<file path="src/ecsc_pkg.sv">
// Shared types, constants and helper functions for the encoder setpoint control unit.
`default_nettype none

package ecsc_pkg;

    // Field widths
    localparam int ACTION_W   = 2;
    localparam int COUNT_W    = 16;
    localparam int GLITCH_W   = 15;
    localparam int SETPOINT_W = 10;
    localparam int DAC_W      = 11;
    localparam int STEP_W     = 2;
    localparam int CFG_IDX_W  = 2;
    localparam int CFG_DATA_W = 15;

    // Datapath widths
    localparam int STEP_MUL_W = 8;                        // signed step constant
    localparam int PROD_W     = COUNT_W + STEP_MUL_W;     // delta * step
    localparam int SUM_W      = PROD_W + 1;               // setpoint - product
    localparam int SCALED_W   = SETPOINT_W + 16;          // mA in Q16
    localparam int GAIN_W     = 18;
    localparam int DAC_PROD_W = SCALED_W + GAIN_W;
    localparam int MV_W       = DAC_PROD_W - 32;

    // Conversion constants in Q16
    localparam logic [SCALED_W-1:0] OFFSET_Q16 = SCALED_W'(89678);
    localparam logic [GAIN_W-1:0]   GAIN_Q16   = GAIN_W'(131549);

    // Event codes
    localparam logic [ACTION_W-1:0] ACT_SAMPLE  = 2'd0;
    localparam logic [ACTION_W-1:0] ACT_STEP    = 2'd1;
    localparam logic [ACTION_W-1:0] ACT_CHANNEL = 2'd2;
    localparam logic [ACTION_W-1:0] ACT_POWER   = 2'd3;

    // Register indexes
    localparam logic [CFG_IDX_W-1:0] CFG_GLITCH_LIMIT = 2'd0;
    localparam logic [CFG_IDX_W-1:0] CFG_MAX_SETPOINT = 2'd1;
    localparam logic [CFG_IDX_W-1:0] CFG_DAC_LIMIT    = 2'd2;

    // Reset values
    localparam logic [GLITCH_W-1:0]   RST_GLITCH_LIMIT = 15'd50;
    localparam logic [SETPOINT_W-1:0] RST_MAX_SETPOINT = 10'd600;
    localparam logic [DAC_W-1:0]      RST_DAC_LIMIT    = 11'd1400;

    // Step index codes
    localparam logic [STEP_W-1:0] STEP_1MA   = 2'd0;
    localparam logic [STEP_W-1:0] STEP_10MA  = 2'd1;
    localparam logic [STEP_W-1:0] STEP_100MA = 2'd2;

    typedef enum logic [2:0] {
        ST_IDLE,
        ST_SCALE,
        ST_CLAMP,
        ST_CONVERT,
        ST_LIMIT,
        ST_EMIT
    } state_t;

    typedef struct packed {
        logic eval;
        logic scale;
        logic clamp;
        logic convert;
        logic limit;
        logic emit;
    } cmd_t;

    typedef struct packed {
        logic adjust;
    } sts_t;

    function automatic logic signed [STEP_MUL_W-1:0] step_ma(input logic [STEP_W-1:0] idx);
        logic signed [STEP_MUL_W-1:0] val;
        unique case (idx)
            STEP_1MA:   val = 8'sd1;
            STEP_10MA:  val = 8'sd10;
            STEP_100MA: val = 8'sd100;
            default:    val = 8'sd1;
        endcase
        return val;
    endfunction

    function automatic logic [STEP_W-1:0] step_advance(input logic [STEP_W-1:0] idx);
        logic [STEP_W-1:0] val;
        unique case (idx)
            STEP_1MA:   val = STEP_10MA;
            STEP_10MA:  val = STEP_100MA;
            default:    val = STEP_1MA;
        endcase
        return val;
    endfunction

endpackage

`default_nettype wire

</file>
<file path="src/ecsc_ctrl.sv">
// Sequencing state machine and output valid flag for the setpoint control unit.
`default_nettype none

module ecsc_ctrl (
    input  wire logic          clk,
    input  wire logic          rst_n,
    input  wire logic          in_valid,
    output logic               in_stall,
    output logic               out_valid,
    input  wire logic          out_stall,
    input  wire ecsc_pkg::sts_t sts,
    output ecsc_pkg::cmd_t     cmd
);
    import ecsc_pkg::*;

    state_t state_reg, state_next;
    logic   out_valid_reg, out_valid_next;
    logic   out_free;
    logic   accept;

    assign in_stall  = (state_reg != ST_IDLE);
    assign accept    = in_valid && !in_stall;
    assign out_free  = !out_valid_reg || !out_stall;
    assign out_valid = out_valid_reg;

    always_comb
    begin
        state_next = state_reg;
        unique case (state_reg)
            ST_IDLE:
            begin
                if (accept)
                begin
                    state_next = sts.adjust ? ST_SCALE : ST_EMIT;
                end
            end
            ST_SCALE:   state_next = ST_CLAMP;
            ST_CLAMP:   state_next = ST_CONVERT;
            ST_CONVERT: state_next = ST_LIMIT;
            ST_LIMIT:   state_next = ST_EMIT;
            ST_EMIT:
            begin
                if (out_free)
                begin
                    state_next = ST_IDLE;
                end
            end
            default:    state_next = ST_IDLE;
        endcase
    end

    always_comb
    begin
        cmd         = '0;
        cmd.eval    = accept;
        cmd.scale   = (state_reg == ST_SCALE);
        cmd.clamp   = (state_reg == ST_CLAMP);
        cmd.convert = (state_reg == ST_CONVERT);
        cmd.limit   = (state_reg == ST_LIMIT);
        cmd.emit    = (state_reg == ST_EMIT) && out_free;
    end

    always_comb
    begin
        priority if (cmd.emit)
        begin
            out_valid_next = 1'b1;
        end
        else if (!out_stall)
        begin
            out_valid_next = 1'b0;
        end
        else
        begin
            out_valid_next = out_valid_reg;
        end
    end

    always_ff @(posedge clk or negedge rst_n)
    begin
        if (!rst_n)
        begin
            state_reg     <= ST_IDLE;
            out_valid_reg <= 1'b0;
        end
        else
        begin
            state_reg     <= state_next;
            out_valid_reg <= out_valid_next;
        end
    end

    a_rise_from_emit: assert property (@(posedge clk) disable iff (!rst_n)
        $rose(out_valid_reg) |-> $past(state_reg == ST_EMIT))
        else $error("output valid rose outside the emit state");

    a_adjust_path: assert property (@(posedge clk) disable iff (!rst_n)
        (accept && sts.adjust) |=> (state_reg == ST_SCALE))
        else $error("adjusting sample did not enter the scale step");

    a_emit_holds: assert property (@(posedge clk) disable iff (!rst_n)
        (state_reg == ST_EMIT && out_valid_reg && out_stall) |=> (state_reg == ST_EMIT))
        else $error("emit left while the previous result was stalled");

endmodule

`default_nettype wire

</file>
<file path="src/ecsc_dp.sv">
// Datapath: configuration, delta and glitch check, setpoint update and DAC conversion.
`default_nettype none

module ecsc_dp (
    input  wire logic                                clk,
    input  wire logic                                rst_n,
    input  wire logic                                cfg_write,
    input  wire logic [ecsc_pkg::CFG_IDX_W-1:0]      cfg_index,
    input  wire logic [ecsc_pkg::CFG_DATA_W-1:0]     cfg_data,
    input  wire logic [ecsc_pkg::ACTION_W-1:0]       action,
    input  wire logic [ecsc_pkg::COUNT_W-1:0]        encoder_count,
    input  wire ecsc_pkg::cmd_t                      cmd,
    output ecsc_pkg::sts_t                           sts,
    output logic [ecsc_pkg::SETPOINT_W-1:0]          setpoint_ma,
    output logic [ecsc_pkg::DAC_W-1:0]               dac_mv,
    output logic [ecsc_pkg::STEP_W-1:0]              step_select,
    output logic                                     channel_select,
    output logic                                     power_enable,
    output logic                                     glitch_seen
);
    import ecsc_pkg::*;

    // Configuration
    logic [GLITCH_W-1:0]   glitch_limit_reg;
    logic [SETPOINT_W-1:0] max_setpoint_reg;
    logic [DAC_W-1:0]      dac_limit_reg;

    // Architectural state
    logic [COUNT_W-1:0]    prev_count_reg, prev_count_next;
    logic [STEP_W-1:0]     step_reg, step_next;
    logic                  channel_reg, channel_next;
    logic                  enable_reg, enable_next;
    logic [SETPOINT_W-1:0] setpoint_reg;
    logic [DAC_W-1:0]      dac_reg;
    logic                  glitch_reg, glitch_next;

    // Working registers
    logic signed [COUNT_W-1:0] delta_reg;
    logic signed [PROD_W-1:0]  prod_reg, prod_next;
    logic [DAC_PROD_W-1:0]     dac_prod_reg, dac_prod_next;
    logic                      dac_zero_reg;

    // Output registers
    logic [SETPOINT_W-1:0] out_setpoint_reg;
    logic [DAC_W-1:0]      out_dac_reg;
    logic [STEP_W-1:0]     out_step_reg;
    logic                  out_channel_reg;
    logic                  out_enable_reg;
    logic                  out_glitch_reg;

    logic signed [COUNT_W-1:0] delta;
    logic [COUNT_W-1:0]        mag;
    logic                      is_sample;
    logic                      moved;
    logic                      over_limit;
    logic signed [SUM_W-1:0]   sum;
    logic [SETPOINT_W-1:0]     setpoint_next;
    logic [SCALED_W-1:0]       scaled;
    logic                      dac_zero_next;
    logic [MV_W-1:0]           mv;
    logic [DAC_W-1:0]          dac_next;

    // Event evaluation on the accepted beat
    always_comb
    begin
        delta      = signed'(encoder_count - prev_count_reg);
        mag        = delta[COUNT_W-1] ? (COUNT_W'(0) - COUNT_W'(delta)) : COUNT_W'(delta);
        is_sample  = (action == ACT_SAMPLE);
        moved      = is_sample && (delta != '0);
        over_limit = (mag > {1'b0, glitch_limit_reg});
        sts.adjust = moved && !over_limit && channel_reg;

        prev_count_next = moved ? encoder_count : prev_count_reg;
        glitch_next     = moved && over_limit;
        step_next       = (action == ACT_STEP) ? step_advance(step_reg) : step_reg;
        channel_next    = (action == ACT_CHANNEL) ? !channel_reg : channel_reg;
        enable_next     = (action == ACT_POWER) ? !enable_reg : enable_reg;
    end

    // Setpoint: scale then clamp
    assign prod_next = PROD_W'(delta_reg) * PROD_W'(step_ma(step_reg));

    always_comb
    begin
        sum = $signed({{(SUM_W-SETPOINT_W){1'b0}}, setpoint_reg}) - SUM_W'(prod_reg);
        priority if (sum < 0)
        begin
            setpoint_next = '0;
        end
        else if (sum > $signed({{(SUM_W-SETPOINT_W){1'b0}}, max_setpoint_reg}))
        begin
            setpoint_next = max_setpoint_reg;
        end
        else
        begin
            setpoint_next = sum[SETPOINT_W-1:0];
        end
    end

    // DAC conversion: offset removal and gain in Q16, then limit
    assign scaled        = {setpoint_reg, 16'd0};
    assign dac_zero_next = (scaled <= OFFSET_Q16);
    assign dac_prod_next = DAC_PROD_W'(scaled - OFFSET_Q16) * DAC_PROD_W'(GAIN_Q16);
    assign mv            = dac_prod_reg[DAC_PROD_W-1:32];

    always_comb
    begin
        priority if (dac_zero_reg)
        begin
            dac_next = '0;
        end
        else if (mv > {1'b0, dac_limit_reg})
        begin
            dac_next = dac_limit_reg;
        end
        else
        begin
            dac_next = mv[DAC_W-1:0];
        end
    end

    always_ff @(posedge clk or negedge rst_n)
    begin
        if (!rst_n)
        begin
            glitch_limit_reg <= RST_GLITCH_LIMIT;
            max_setpoint_reg <= RST_MAX_SETPOINT;
            dac_limit_reg    <= RST_DAC_LIMIT;
            prev_count_reg   <= '0;
            step_reg         <= STEP_10MA;
            channel_reg      <= 1'b0;
            enable_reg       <= 1'b0;
            setpoint_reg     <= '0;
            dac_reg          <= '0;
            glitch_reg       <= 1'b0;
        end
        else
        begin
            if (cfg_write)
            begin
                unique case (cfg_index)
                    CFG_GLITCH_LIMIT: glitch_limit_reg <= cfg_data[GLITCH_W-1:0];
                    CFG_MAX_SETPOINT: max_setpoint_reg <= cfg_data[SETPOINT_W-1:0];
                    CFG_DAC_LIMIT:    dac_limit_reg    <= cfg_data[DAC_W-1:0];
                    default:          ;
                endcase
            end
            if (cmd.eval)
            begin
                prev_count_reg <= prev_count_next;
                step_reg       <= step_next;
                channel_reg    <= channel_next;
                enable_reg     <= enable_next;
                glitch_reg     <= glitch_next;
            end
            if (cmd.clamp)
            begin
                setpoint_reg <= setpoint_next;
            end
            if (cmd.limit)
            begin
                dac_reg <= dac_next;
            end
        end
    end

    always_ff @(posedge clk)
    begin
        if (cmd.eval)
        begin
            delta_reg <= delta;
        end
        if (cmd.scale)
        begin
            prod_reg <= prod_next;
        end
        if (cmd.convert)
        begin
            dac_prod_reg <= dac_prod_next;
            dac_zero_reg <= dac_zero_next;
        end
        if (cmd.emit)
        begin
            out_setpoint_reg <= setpoint_reg;
            out_dac_reg      <= dac_reg;
            out_step_reg     <= step_reg;
            out_channel_reg  <= channel_reg;
            out_enable_reg   <= enable_reg;
            out_glitch_reg   <= glitch_reg;
        end
    end

    assign setpoint_ma    = out_setpoint_reg;
    assign dac_mv         = out_dac_reg;
    assign step_select    = out_step_reg;
    assign channel_select = out_channel_reg;
    assign power_enable   = out_enable_reg;
    assign glitch_seen    = out_glitch_reg;

    a_setpoint_clamped: assert property (@(posedge clk) disable iff (!rst_n)
        $past(cmd.clamp) |-> (setpoint_reg <= $past(max_setpoint_reg)))
        else $error("setpoint above its clamp after an adjustment");

    a_dac_clamped: assert property (@(posedge clk) disable iff (!rst_n)
        $past(cmd.limit) |-> (dac_reg <= $past(dac_limit_reg)))
        else $error("DAC target above its limit after a conversion");

    a_step_code: assert property (@(posedge clk) disable iff (!rst_n)
        (step_reg == STEP_1MA) || (step_reg == STEP_10MA) || (step_reg == STEP_100MA))
        else $error("step index left its three codes");

endmodule

`default_nettype wire

</file>
<file path="src/encoder_current_setpoint_control_unit.sv">
// Top level of the encoder setpoint control unit: controller plus datapath.
`default_nettype none

// Sequence: an encoder sample that adjusts the setpoint goes through scale, clamp, convert,
//   limit and emit after acceptance; any other event goes straight to emit.
// Events: a new event is accepted only once the sequencer has returned to idle, since it
//   walks the datapath through the multiply chain one step at a time.
// Reset: rst_n clears, asynchronously, the sequencer, the output valid flag and the event
//   state; configuration registers return to their defaults (50, 600 mA, 1400 mV).
module encoder_current_setpoint_control_unit (
    input  wire logic                            clk,
    input  wire logic                            rst_n,
    // configuration write port
    input  wire logic                            cfg_write,
    input  wire logic [ecsc_pkg::CFG_IDX_W-1:0]  cfg_index,
    input  wire logic [ecsc_pkg::CFG_DATA_W-1:0] cfg_data,
    // event channel
    input  wire logic                            in_valid,
    output logic                                 in_stall,
    input  wire logic [ecsc_pkg::ACTION_W-1:0]   action,
    input  wire logic [ecsc_pkg::COUNT_W-1:0]    encoder_count,
    // result channel
    output logic                                 out_valid,
    input  wire logic                            out_stall,
    output logic [ecsc_pkg::SETPOINT_W-1:0]      setpoint_ma,
    output logic [ecsc_pkg::DAC_W-1:0]           dac_mv,
    output logic [ecsc_pkg::STEP_W-1:0]          step_select,
    output logic                                 channel_select,
    output logic                                 power_enable,
    output logic                                 glitch_seen
);
    import ecsc_pkg::*;

    // Commands run from the sequencer into the datapath; the datapath reports back
    // whether the accepted beat needs the full setpoint adjustment.
    cmd_t cmd;
    sts_t sts;

    // Sequencer: takes one event beat at a time, steps the datapath through the
    // multiply chain, and holds the finished result in the output register until
    // the sink takes it. A new beat is accepted while a result still waits.
    ecsc_ctrl u_ctrl (
        .clk       (clk),
        .rst_n     (rst_n),
        .in_valid  (in_valid),
        .in_stall  (in_stall),
        .out_valid (out_valid),
        .out_stall (out_stall),
        .sts       (sts),
        .cmd       (cmd)
    );

    // Datapath: delta and glitch check on the accepted beat, key handling, setpoint
    // scale and clamp, then Q16 conversion to the DAC target and its limit.
    ecsc_dp u_dp (
        .clk            (clk),
        .rst_n          (rst_n),
        .cfg_write      (cfg_write),
        .cfg_index      (cfg_index),
        .cfg_data       (cfg_data),
        .action         (action),
        .encoder_count  (encoder_count),
        .cmd            (cmd),
        .sts            (sts),
        .setpoint_ma    (setpoint_ma),
        .dac_mv         (dac_mv),
        .step_select    (step_select),
        .channel_select (channel_select),
        .power_enable   (power_enable),
        .glitch_seen    (glitch_seen)
    );

endmodule

`default_nettype wire
</file>
<file path="config.mk">
export PLATFORM = sky130hd
export DESIGN_NAME = encoder_current_setpoint_control_unit
export DESIGN_NICKNAME = d
export VERILOG_FILES = /design/src/ecsc_pkg.sv /design/src/ecsc_ctrl.sv /design/src/ecsc_dp.sv /design/src/encoder_current_setpoint_control_unit.sv
export SDC_FILE = /design/constraint.sdc
export NUM_CORES = 1
export LEC_CHECK = 0
export ABC_CLOCK_PERIOD_IN_PS = 13100
export BUFFER_PORTS_ARGS = -buffer_cell sky130_fd_sc_hd__buf_2
export CAP_MARGIN = 25
export CORE_ASPECT_RATIO = 2
export CORE_MARGIN = 2
export CORE_UTILIZATION = 69
export DETAILED_ROUTE_END_ITERATION = 10
export GPL_ROUTABILITY_DRIVEN = 0
export PLACE_DENSITY = 0.88
export SYNTH_ARGS = -nofsm -noshare
export SYNTH_HDL_FRONTEND = slang
export SYNTH_SLANG_ARGS = --single-unit
</file>
<file path="constraint.sdc">
create_clock -name clk -period 13.1 [get_ports clk]
set_input_delay 1.31 -clock clk [delete_from_list [all_inputs] [get_ports clk]]
set_output_delay 1.31 -clock clk [all_outputs]
set_load 0.005 [all_outputs]
</file>
==> impl_metrics.tcl <==
set metrics [dict create \
    antenna_cells 0 \
    cp-end-kind "flop" \
    hold_viol 0 \
    syn_area_per_cell_um2 10.0 \
    syn2layout_area_growth_pct 8.25 \
    post_cts_buffers 0 \
    period_share_pct 59.8 \
    synth-edff-count 79 \
    finalSetupViolations 0 \
    yosys.area.top_type "ha_1" \
    die_w_um 112 \
    grt_pass1_wl_um 62600 \
    io_buffers 67 \
    grt_overflow_total 0 \
    synth_cells 1597 \
    die_y_um 219 \
    cp_slowest_cell "xnor2_1" \
    synth_fp_nets 1988 \
    start_util_pct 70.4 \
    crit_path_frequent_cell "ha_1" \
    cts_hold_buf 0 \
    routed_wl_um 38900 \
    tightestPinTransition_ns 0.868 \
    crit_family "adder cells" \
    wire_per_inst_um 19.9 \
    max_freq_ghz 0.128 \
    postRouteAntennaNets 0 \
    drive_above_1_share_pct 10.9 \
    nFillCells 1414 \
    clock_latency_ns 0.46 \
    fin_skew_ns 0.0103 \
    cp-start-kind "flop" \
    ys_types 74 \
    path_max_fanout 12 \
    slowest_delay_ns 0.69 \
    cts_resized 0 \
    critPathBufInv 3 \
    cts_made_buffers 17 \
    io_pins 68 \
    critPathKind "flop to flop" \
    fp.coreArea_mm2 0.0227 \
    cts_max_path_buffers 2 \
    hold_path.class "flop to flop" \
    drc 0 \
    antenna_found_initial 0 \
    ys_async_sr_fraction_pct 50.9 \
    h-tree-depth 4 \
    finalSetupTns_ns 0 \
    crit_chain "inv_1 -> ha_1 -> nand2_1 -> or3_1 -> or3_1 -> xnor2_1 -> ha_1 -> fa_1 -> fa_1 -> ha_1 -> inv_1 -> fa_1 -> inv_1 -> ha_1 -> a21o_1 -> a21o_1 -> a2111oi_0 -> o32ai_1 -> a31oi_1 -> o21ai_0 -> o31a_1 -> nor4b_1 -> a211o_1" \
    maxCapViolCount 0 \
    clk_pin_slew_worst_paths_ns 0.07 \
    nNetsFinal 2057 \
    grt.total_usage_pct 32.8 \
    largest_reg_flops 24 \
    yosys-top-cells-count "inv_1, ha_1, fa_1" \
    dominantRegCellSynth "edfxtp_1" \
    yosysTopAreaCellShare_pct 18.1 \
    ys_warn_count 0 \
    synth.most_common_cell "inv_1" \
    synth_area_leaders "ha_1, fa_1, edfxtp_1" \
    hpwlAfterDp_um 30800 \
    syn_area_mm2 0.0160 \
    grt_max_degree 83 \
    grt_pass1_vias 13288 \
    report.final.slew_viol_count 0 \
    cts.sinks 161 \
    die-area_mm2 0.0245 \
    root_buffer "clkbuf_16" \
    dpl.cell_count 1925 \
    yosysSeqAreaShare_pct 27.7 \
    holdWs_ns 0.457 \
    rows 78 \
    cts_tree "built" \
    synth-seq-cells 161 \
    instances_no_fill 1959 \
    vias 12045 \
    period_needed_ns 7.83 \
    vias_per_cell 6.15 \
    rsz0062_at_grt "false" \
    status "complete, no violations" \
    crit_arrival_ns 8.16 \
    required_ns 13.43 \
    dr.pass1.iters 5 \
    max_slew_margin_pct 41.7 \
    drtIter0Drc 611 \
]
-- cell usage in the layout, fill, tap and decap left out, types with 6 or more instances in the layout --
master | Yosys | layout
inv_1 | 333 | 333
nor2_1 | 37 | 37
edfxtp_1 | 79 | 79
and3_1 | 11 | 11
a21o_1 | 25 | 25
nor2b_1 | 22 | 22
mux2i_1 | 12 | 12
o31ai_1 | 6 | 6
o21bai_1 | 9 | 9
o21a_1 | 20 | 20
fa_1 | 119 | 119
buf_4 | 0 | 7
xnor2_1 | 78 | 78
mux2_4 | 9 | 9
nand3_1 | 19 | 19
ha_1 | 232 | 232
a31oi_1 | 8 | 8
a21oi_1 | 49 | 48
nor3_1 | 19 | 19
mux2_2 | 32 | 32
or2_2 | 6 | 6
o211ai_1 | 14 | 14
nand4_1 | 17 | 17
nand2_1 | 87 | 87
dfrtp_1 | 68 | 68
a211oi_1 | 13 | 13
a2bb2oi_1 | 11 | 11
buf_2 | 5 | 66
dfstp_2 | 14 | 14
inv_6 | 0 | 6
nand3b_1 | 9 | 9
o21ai_0 | 68 | 68
xor2_1 | 21 | 21
clkbuf_16 | 0 | 18
or3_1 | 13 | 13
and2_1 | 31 | 31
nand2b_1 | 14 | 14
-- final timing paths --
check                                startpoint                  endpoint  slack, ns  cells after the start
max                        u_dp.setpoint_reg[1]     u_dp.dac_prod_reg[40]       5.27                     23
min                             u_dp.dac_reg[1]            u_dp.dac_mv[1]       0.46                      0
max reg2reg                u_dp.setpoint_reg[1]     u_dp.dac_prod_reg[40]       5.27                     23
min reg2reg                     u_dp.dac_reg[1]            u_dp.dac_mv[1]       0.46                      0
max in group asynchronous                 rst_n  u_dp.max_setpoint_reg[9]      11.71                      2
min in group asynchronous                 rst_n   u_dp.prev_count_reg[14]       0.72                      1
-- layout make-up --
| cell class | instances | area [um2] | share of cell area (%) |
|---|---|---|---|
| tap | 280 | 350 | 2.02 |
| sequential | 161 | 4440 | 25.6 |
| clock buffer | 18 | 450 | 2.60 |
| clock inverter | 14 | 138 | 0.794 |
| multi-input combinational | 1077 | 10200 | 59.1 |
| inverter | 333 | 1250 | 7.21 |
| timing repair buffer | 76 | 465 | 2.68 |
-- worst register-to-register path, stage by stage (launching register included) --
cell and delay, ns:
dfrtp_1 0.54, inv_1 0.27, ha_1 0.23, nand2_1 0.09
or3_1 0.36, or3_1 0.38, xnor2_1 0.69, ha_1 0.41
fa_1 0.58, fa_1 0.44, ha_1 0.29, inv_1 0.05
fa_1 0.52, inv_1 0.05, ha_1 0.33, a21o_1 0.19
a21o_1 0.17, a2111oi_0 0.37, o32ai_1 0.24, a31oi_1 0.38
o21ai_0 0.28, o31a_1 0.34, nor4b_1 0.33, a211o_1 0.16
-- routing by layer --
metal | track usage [%] | wire length (um) | vias to the layer above
met5 | 0 | 0 | -
met1 | 29.1 | 12000 | 5863
li1 | - | - | 5521
met3 | 4.79 | 1510 | 232
met2 | 63.2 | 21600 | 429
met4 | 27.6 | 3750 | 0
-- cell families after synthesis --
logic type,after synthesis,share of synthesized area (%)
xor gates and xnor gates,100,5.52
buffers and inverters,359,8.50
and+or+nand+nor,305,10.1
AOI/OAI and AO/OA,266,11.3
other,1,0.0234
muxes,53,3.84
adders and majority gates,352,33.1
DFF,161,27.7
-- metrics by stage --
step / area, um2 / utilization, % / setup slack (ns)
2_1_floorplan: 16000 / - / 6.17
3_3_place_gp: 16700 / 73.3 / 5.72
3_5_place_dp: 16700 / 73.4 / 5.43
4_1_cts: 17300 / 76.0 / 5.26
5_1_grt: 17300 / 76.2 / 4.97
6_report: 17300 / 76.2 / 5.27
Power is not shown: default switching activity piles up to over one toggle a cycle in this logic, so the estimate is an artifact.
